### src/mqct_pkg.sv
// Shared constants, codes and table word types for the memory quota container table.
package mqct_pkg;

	localparam int ENTRY_COUNT = 64;
	localparam int CHILD_LIMIT = 3;

	localparam int ID_W    = $clog2(ENTRY_COUNT);
	localparam int KID_W   = $clog2(CHILD_LIMIT + 1);
	localparam int QUOTA_W = 21;
	localparam int PAGE_W  = 20;
	localparam int CHILD_W = 7;
	// Wide enough for entry * CHILD_LIMIT + 1 + children.
	localparam int CIDX_W  = ID_W + KID_W + 1;

	typedef enum logic [1:0] {
		CMD_QUERY   = 2'd0,
		CMD_SPLIT   = 2'd1,
		CMD_CHARGE  = 2'd2,
		CMD_RELEASE = 2'd3
	} cmd_t;

	typedef enum logic [1:0] {
		STAT_OK        = 2'd0,
		STAT_NO_SLOT   = 2'd1,
		STAT_ALLOC_ERR = 2'd2,
		STAT_UNDERFLOW = 2'd3
	} status_t;

	// Per-entry accounting: written at the addressed entry.
	typedef struct packed {
		logic [QUOTA_W-1:0] usage;
		logic [KID_W-1:0]   kids;
	} acct_t;

	// Per-entry linkage: written when the entry is created as a child.
	typedef struct packed {
		logic [QUOTA_W-1:0] quota;
		logic [ID_W-1:0]    parent;
	} link_t;

endpackage

### src/mqct_ram.sv
// Generic single-write, single-read RAM with a registered read port.
module mqct_ram #(
	parameter int WIDTH = 8,
	parameter int DEPTH = 64,
	localparam int AW = $clog2(DEPTH)
) (
	input  logic             clk,
	input  logic             we,
	input  logic [AW-1:0]    waddr,
	input  logic [WIDTH-1:0] wdata,
	input  logic             re,
	input  logic [AW-1:0]    raddr,
	output logic [WIDTH-1:0] rdata
);

	logic [WIDTH-1:0] mem_q [DEPTH];

	always_ff @(posedge clk) begin
		if (we) begin
			mem_q[waddr] <= wdata;
		end
		if (re) begin
			rdata <= mem_q[raddr];
		end
	end

endmodule

### src/memory_quota_container_table.sv
// Top level of the memory quota container table: request intake, table update and result register.
// The block keeps 64 quota containers arranged as a tree, with entry 0 as the
// root. Every request reads the addressed entry, returns its fields as they were
// before the request along with a fit check of amount against the remaining
// quota, and then performs the command: query, split off a child, charge one
// page or release one page. The table lives in two synchronous RAMs: an
// accounting RAM (usage and child count), written back at the addressed entry,
// and a linkage RAM (quota and parent), written only at a newly created child.
// Per-entry valid bits in flip-flops make every entry read as zero right after
// reset, so no clearing pass is needed; a split clears the child's accounting
// valid bit, which gives the new child zero usage and no children in the same
// cycle that the parent is charged. The root's quota is never stored in RAM: it
// is the root_quota register itself, which the configuration channel writes
// and which is always ready. A request first does the registered RAM read, then
// computes the result and writes the entry back. A new request is accepted
// only once the previous one has written back, so no two requests ever touch
// the same entry at the same time. The result sits in an output register; a
// new request is taken while an earlier result waits, and after its RAM read it
// holds until the output register is free.
module memory_quota_container_table
	import mqct_pkg::*;
(
	input  logic               clk,
	input  logic               arst_n,
	// Configuration write channel: root quota.
	input  logic               cfg_valid,
	output logic               cfg_ready,
	input  logic [QUOTA_W-1:0] root_quota,
	// Request channel.
	input  logic               in_valid,
	output logic               in_ready,
	input  logic [1:0]         cmd,
	input  logic [ID_W-1:0]    entry_id,
	input  logic [QUOTA_W-1:0] amount,
	input  logic [PAGE_W-1:0]  page_num,
	// Result channel.
	output logic               out_valid,
	input  logic               out_ready,
	output logic [ID_W-1:0]    parent_id,
	output logic [KID_W-1:0]   child_count,
	output logic [QUOTA_W-1:0] entry_quota,
	output logic [QUOTA_W-1:0] entry_usage,
	output logic               fits,
	output logic               in_use,
	output logic [CHILD_W-1:0] new_child,
	output logic [PAGE_W-1:0]  page_out,
	output logic [1:0]         status
);

	// Configuration register and table-side valid bits.
	logic [QUOTA_W-1:0]     root_quota_q;
	logic [ENTRY_COUNT-1:0] acct_vld_q;
	logic [ENTRY_COUNT-1:0] link_vld_q;
	logic [ENTRY_COUNT-1:0] used_q;

	// Request in flight between the RAM read and the write-back.
	logic               v_s1;
	cmd_t               cmd_s1;
	logic [ID_W-1:0]    id_s1;
	logic [QUOTA_W-1:0] amount_s1;
	logic [PAGE_W-1:0]  page_s1;

	logic  in_fire;
	logic  s1_fire;
	acct_t acct_rd;
	link_t link_rd;

	assign cfg_ready = 1'b1;
	assign in_ready  = !v_s1;
	assign in_fire   = in_valid && in_ready;
	// The item in flight completes once the result register is free or draining.
	assign s1_fire   = v_s1 && (!out_valid || out_ready);

	always_ff @(posedge clk or negedge arst_n) begin
		if (!arst_n) begin
			root_quota_q <= '0;
		end else if (cfg_valid && cfg_ready) begin
			root_quota_q <= root_quota;
		end
	end

	always_ff @(posedge clk or negedge arst_n) begin
		if (!arst_n) begin
			v_s1 <= 1'b0;
		end else if (in_fire) begin
			v_s1 <= 1'b1;
		end else if (s1_fire) begin
			v_s1 <= 1'b0;
		end
	end

	always_ff @(posedge clk) begin
		if (in_fire) begin
			cmd_s1    <= cmd_t'(cmd);
			id_s1     <= entry_id;
			amount_s1 <= amount;
			page_s1   <= page_num;
		end
	end

	// Current view of the addressed entry; entries never written read as zero.
	logic [QUOTA_W-1:0] usage_cur;
	logic [KID_W-1:0]   kids_cur;
	logic [QUOTA_W-1:0] quota_cur;
	logic [ID_W-1:0]    parent_cur;

	always_comb begin
		usage_cur  = acct_vld_q[id_s1] ? acct_rd.usage : '0;
		kids_cur   = acct_vld_q[id_s1] ? acct_rd.kids : '0;
		parent_cur = link_vld_q[id_s1] ? link_rd.parent : '0;
		if (id_s1 == '0) begin
			quota_cur = root_quota_q;
		end else begin
			quota_cur = link_vld_q[id_s1] ? link_rd.quota : '0;
		end
	end

	// Fit check, one bit wider so the sum cannot wrap.
	logic [QUOTA_W:0] fit_sum;
	logic             fits_cur;
	assign fit_sum  = {1'b0, usage_cur} + {1'b0, amount_s1};
	assign fits_cur = fit_sum <= {1'b0, quota_cur};

	// Child slot for a split.
	logic [CIDX_W-1:0] child_idx;
	logic              child_ok;
	assign child_idx = CIDX_W'(id_s1) * CIDX_W'(CHILD_LIMIT) + CIDX_W'(1) + CIDX_W'(kids_cur);
	assign child_ok  = ((KID_W + 1)'(kids_cur) < (KID_W + 1)'(CHILD_LIMIT))
		&& (child_idx < CIDX_W'(ENTRY_COUNT));

	// Saturating usage increment, shared by split and charge.
	logic [QUOTA_W-1:0] inc_amt;
	logic [QUOTA_W:0]   inc_sum;
	logic [QUOTA_W-1:0] inc_sat;
	assign inc_amt = (cmd_s1 == CMD_SPLIT) ? amount_s1 : QUOTA_W'(1);
	assign inc_sum = {1'b0, usage_cur} + {1'b0, inc_amt};
	assign inc_sat = inc_sum[QUOTA_W] ? '1 : inc_sum[QUOTA_W-1:0];

	// Command decode and write-back.
	logic               acct_we;
	acct_t              acct_wd;
	logic               link_we;
	link_t              link_wd;
	logic [ID_W-1:0]    child_id;
	status_t            status_nx;
	logic [CHILD_W-1:0] new_child_nx;
	logic [PAGE_W-1:0]  page_nx;

	assign child_id = child_idx[ID_W-1:0];

	always_comb begin
		acct_we        = 1'b0;
		acct_wd.usage  = usage_cur;
		acct_wd.kids   = kids_cur;
		link_we        = 1'b0;
		link_wd.quota  = amount_s1;
		link_wd.parent = id_s1;
		status_nx      = STAT_OK;
		new_child_nx   = CHILD_W'(ENTRY_COUNT);
		page_nx        = '0;
		case (cmd_s1)
			CMD_QUERY: begin
			end
			CMD_SPLIT: begin
				if (child_ok) begin
					acct_we       = 1'b1;
					acct_wd.usage = inc_sat;
					acct_wd.kids  = kids_cur + KID_W'(1);
					link_we       = 1'b1;
					new_child_nx  = CHILD_W'(child_id);
				end else begin
					status_nx = STAT_NO_SLOT;
				end
			end
			CMD_CHARGE: begin
				if (page_s1 == '0) begin
					status_nx = STAT_ALLOC_ERR;
				end else begin
					acct_we       = 1'b1;
					acct_wd.usage = inc_sat;
					page_nx       = page_s1;
				end
			end
			CMD_RELEASE: begin
				if (usage_cur == '0) begin
					status_nx = STAT_UNDERFLOW;
				end else begin
					acct_we       = 1'b1;
					acct_wd.usage = usage_cur - QUOTA_W'(1);
				end
			end
			default: begin
			end
		endcase
	end

	logic acct_wen;
	logic link_wen;
	assign acct_wen = s1_fire && acct_we;
	assign link_wen = s1_fire && link_we;

	mqct_ram #(
		.WIDTH ($bits(acct_t)),
		.DEPTH (ENTRY_COUNT)
	) u_acct_ram (
		.clk   (clk),
		.we    (acct_wen),
		.waddr (id_s1),
		.wdata (acct_wd),
		.re    (in_fire),
		.raddr (entry_id),
		.rdata (acct_rd)
	);

	mqct_ram #(
		.WIDTH ($bits(link_t)),
		.DEPTH (ENTRY_COUNT)
	) u_link_ram (
		.clk   (clk),
		.we    (link_wen),
		.waddr (child_id),
		.wdata (link_wd),
		.re    (in_fire),
		.raddr (entry_id),
		.rdata (link_rd)
	);

	// Valid bits and used marks. A new child's accounting bit is cleared so that
	// it reads as zero usage and no children.
	always_ff @(posedge clk or negedge arst_n) begin
		if (!arst_n) begin
			acct_vld_q <= '0;
			link_vld_q <= '0;
			used_q     <= ENTRY_COUNT'(1);
		end else begin
			if (acct_wen) begin
				acct_vld_q[id_s1] <= 1'b1;
			end
			if (link_wen) begin
				acct_vld_q[child_id] <= 1'b0;
				link_vld_q[child_id] <= 1'b1;
				used_q[child_id]     <= 1'b1;
			end
		end
	end

	// Result register.
	always_ff @(posedge clk or negedge arst_n) begin
		if (!arst_n) begin
			out_valid <= 1'b0;
		end else if (s1_fire) begin
			out_valid <= 1'b1;
		end else if (out_ready) begin
			out_valid <= 1'b0;
		end
	end

	always_ff @(posedge clk) begin
		if (s1_fire) begin
			parent_id   <= parent_cur;
			child_count <= kids_cur;
			entry_quota <= quota_cur;
			entry_usage <= usage_cur;
			fits        <= fits_cur;
			in_use      <= used_q[id_s1];
			new_child   <= new_child_nx;
			page_out    <= page_nx;
			status      <= status_nx;
		end
	end

	// A request held by a full result register stays in flight.
	a_stall_holds: assert property (@(posedge clk) disable iff (!arst_n)
		(v_s1 && out_valid && !out_ready) |=> v_s1)
		else $error("request in flight lost while the result register was full");

	// A split never writes the parent and the child at the same entry.
	a_child_distinct: assert property (@(posedge clk) disable iff (!arst_n)
		link_wen |-> (acct_wen && child_id != id_s1))
		else $error("split wrote the child at the parent's entry");

	// The root's quota comes from the register only; no child lands on the root.
	a_root_no_link: assert property (@(posedge clk) disable iff (!arst_n)
		!link_vld_q[0] && used_q[0])
		else $error("root entry linkage overwritten");

	// Results only appear after a request has completed.
	a_result_source: assert property (@(posedge clk) disable iff (!arst_n)
		$rose(out_valid) |-> $past(v_s1))
		else $error("result produced without a request in flight");

endmodule

### config.mk
export PLATFORM = sky130hd
export DESIGN_NAME = memory_quota_container_table
export DESIGN_NICKNAME = d
export VERILOG_FILES = /design/src/mqct_pkg.sv /design/src/mqct_ram.sv /design/src/memory_quota_container_table.sv
export SDC_FILE = /design/constraint.sdc
export NUM_CORES = 2
export LEC_CHECK = 0
export BUFFER_PORTS_ARGS = -buffer_cell sky130_fd_sc_hd__buf_2
export CORE_MARGIN = 2
export CORE_UTILIZATION = 55
export CTS_CLUSTER_SIZE = 20
export DETAILED_ROUTE_END_ITERATION = 12
export PLACE_DENSITY_LB_ADDON = 0.3
export SYNTH_ARGS = -nofsm -noshare
export SYNTH_HDL_FRONTEND = slang
export SYNTH_SLANG_ARGS = --single-unit
### constraint.sdc
create_clock -name clk -period 19.24 [get_ports clk]
set_input_delay 3.848 -clock clk [delete_from_list [all_inputs] [get_ports clk]]
set_output_delay 3.848 -clock clk [all_outputs]
set_load 0.01 [all_outputs]
==> flow_summary.ini <==
[status]
status = completed

[clock_tree]
clkTransAtPathRegs_ns = 0.06
cts_buffers = 358
cts_sinks = 3595
cts_tree = yes
cts_root_buf = clkbuf_16
clock_latency_ns = 0.99
ctsHtreeMaxLevel = 5
cts_buffer_depth = 4
post_cts_buffers = 0
cts_resized = 0
holdBufCountCts = 0

[placed_design]
dp_hpwl_um = 207000
port_buffers = 157
gp_congestion = 0.891
placed_cell_area_um2 = 147000
place_ws_ns = 9.54

[sta]
tns_ns = 0
period_needed_ns = 9.98
slew_headroom_pct = 10.9
fin_ws_ns = 9.26
rsz0062_at_grt = false
slew_viol_final = 0
fin_crit_sh_pct = 51.9
hold_viol = 0
tightest_slew_ns = 1.33
fmax_ghz = 0.100
finClkSkew_ns = 0.0827
setup-violations-final = 0

[floorplan]
die-area_um2 = 260000
num_rows = 185
core_area_um2 = 254000
die_h_um = 510
die-width_um = 510
start_util_pct = 55.3
io_pins = 159

[setup_path]
reg2regPathDepth = 19
cp_slowest_cell = nor2_4
critical-path-top-delay-family = simple AND/OR/NAND/NOR gates
slowest_delay_ns = 1.21
worstSetupEndpoint = u_link_ram.mem_q[9][14]
startpoint = id_s1[2]
worstSetupPathType = reg2reg
crit_buf_inv = 3
cp-end-kind = register
cp.arrival_ns = 10.56
path_cells = buf_4, mux4_2, o2111a_1, nor3_1, nor2_2, buf_4, nand2_1, ha_1, inv_1, fa_1, nor2b_1, o21ai_0, a21boi_0, nand4b_1, o22ai_1, nand3_1, nor2b_1, nand4_1, nor2_4
cp-start-kind = register
rrSetupSlack_ns = 9.26
path_depth = 19
r2r-start = id_s1[2]
r2r-end = u_link_ram.mem_q[9][14]
worstPathRequired_ns = 19.81
crit_path_max_fanout = 72

[logic_synthesis]
synth_top_cell_by_area = edfxtp_1
synthesis.instances = 6282
synth.avg_cell_area_um2 = 22.4
ys_seq_area_share_pct = 76.0
synth_top_area_share_pct = 72.2
synth-seq-cells = 3595
yosysWarnings = 0
synthArstFlopShare_pct = 5.98
syn-cell-area_um2 = 141000
syn-num-nets = 6437
synth_cell_types = 78
synth-edff-count = 3380
yosysMostFrequentCell = edfxtp_1
yosys-top-cells-count = 3380 x edfxtp_1, 1084 x mux4_2, 214 x dfrtp_1
yosys-top-cells-area = edfxtp_1 72%, mux4_2 17%, dfrtp_1 3.8%, ha_1 0.69%, clkbuf_1 0.52%
synth-main-ff-cell = edfxtp_1

[grt]
met2_usage_pct = 43.0
grt.busiest_layer = met2
grt_usage_pct = 28.0
grt_start_max_net_pins = 159
antenna_found_initial = 39
grt_pass1_vias = 68300
use_met1_pct = 39.9
use_met3_pct = 7.88
grt_pass1_wl_um = 510000
grt_overflow = 0

[cells_and_area]
nNetsFinal = 6807
fin_util_pct = 62.3
drive_above_1_share_pct = 31.5
regArea_um2 = 107000
area_growth_syn_to_layout_pct = 12.5
fin_area_um2 = 158000
multi_input_area_um2 = 33200
fill_cells = 16500

[power_and_ir_drop]
power_density_nw_per_um2 = 122
p_comb_share_pct = 13.8
p_sw_share_pct = 25.6
max-vdd-ir-drop_mv = 0.0935
seq_power_share_pct = 50.1
p_leak_nw = 51.9
p_clk_share_pct = 36.1
power.switching_w = 0.00494
p_int_w = 0.0143

[detailed_routing]
drt.antenna.violating_nets = 0
drc = 0
dr.pass1.iters = 6
wl_per_cell_um = 35.0
vias_per_cell = 6.71
wirelength_um = 361000
drtIter0Drc = 11300
vias = 69100

[flow_run]
drv_cap = 0

[min_path]
hp-class = reg2reg
[stage by stage]
step           instances  hold slack, ns  total power [W]
2_1_floorplan       6282           0.429           0.0112
3_3_place_gp        9658           0.444           0.0123
3_5_place_dp        9658           0.447           0.0124
4_1_cts            10300           0.464           0.0193
5_1_grt            10300           0.472           0.0198
6_report           10300           0.461           0.0193
[layer usage]
| metal | wire length (um) | vias up |
|---|---|---|
| li1 | - | 27100 |
| met1 | 134000 | 36800 |
| met2 | 171000 | 4648 |
| met3 | 45300 | 600 |
| met4 | 10100 | 22 |
| met5 | 144 | - |
[worst min-delay path by stage]
stage                              start        endpoint  slack (ns)  depth (start not counted)
after floorplan           link_vld_q[19]  link_vld_q[19]        0.43                          1
after global placement    link_vld_q[18]  link_vld_q[18]        0.44                          1
after detailed placement      used_q[51]      used_q[51]        0.45                          1
after CTS                     used_q[31]      used_q[31]        0.46                          1
after global routing      link_vld_q[11]  link_vld_q[11]        0.47                          1
final                     link_vld_q[50]  link_vld_q[50]        0.46                          1
[flip-flops by register name (all words and copies together) (netlist names), 23 cells and up]
signal            count
u_link_ram.mem_q   1728
u_acct_ram.mem_q   1472
acct_vld_q           64
link_vld_q           64
used_q               64
u_link_ram.rdata     27
u_acct_ram.rdata     23
[final cells by class]
type | count | area share [%]
Antenna cell | 14 | 0.0221
Clock buffer | 452 | 6.04
Inverter | 80 | 0.190
Sequential cell | 3595 | 67.5
Tap cell | 3366 | 2.66
Clock inverter | 179 | 1.27
Multi-Input combinational cell | 2305 | 21.0
Timing Repair Buffer | 312 | 1.33
[cell usage in the layout (no fill, tap or decap), drive strengths merged, types with 13 or more instances in the layout]
master,n
inv,78
clkinv,124
o21ai,83
a2bb2oi,25
ha,78
o21a,44
edfxtp,3380
nor2,192
dfrtp,214
or2,102
bufinv,44
mux2i,36
xnor2,28
and2,45
xor2,16
nor2b,17
nand3,24
a21o,25
a21oi,53
clkinvlp,13
mux4,1084
nand2b,46
o22a,22
nor4,13
clkbuf,452
and3,24
buf,312
nand2,166
diode,14
nand4,15
mux2,36
[power groups by stage]
stage | logic [W] | registers [W] | clock network (W)
floorplan | 0.00133 | 0.00989 | 0
CTS | 0.00263 | 0.00965 | 0.00702
global placement | 0.00253 | 0.00979 | 0
global route | 0.00281 | 0.00967 | 0.00731
detailed placement | 0.00262 | 0.00981 | 0
finish | 0.00266 | 0.00965 | 0.00695
[logic make-up (layout without fill, tap and decap cells)]
family / count (synthesis) / in the layout / synth area share (%)
DFF: 3595 / 3595 / 76.0
muxes: 1156 / 1156 / 17.9
and+or+nand+nor: 681 / 681 / 2.38
buffers and inverters: 382 / 1023 / 1.04
AOI/OAI and AO/OA: 338 / 338 / 1.66
adders and majority gates: 85 / 85 / 0.759
xor gates and xnor gates: 44 / 44 / 0.279
other: 1 / 15 / 0.00267
No activity file was read; power rests on OpenSTA's default activity.
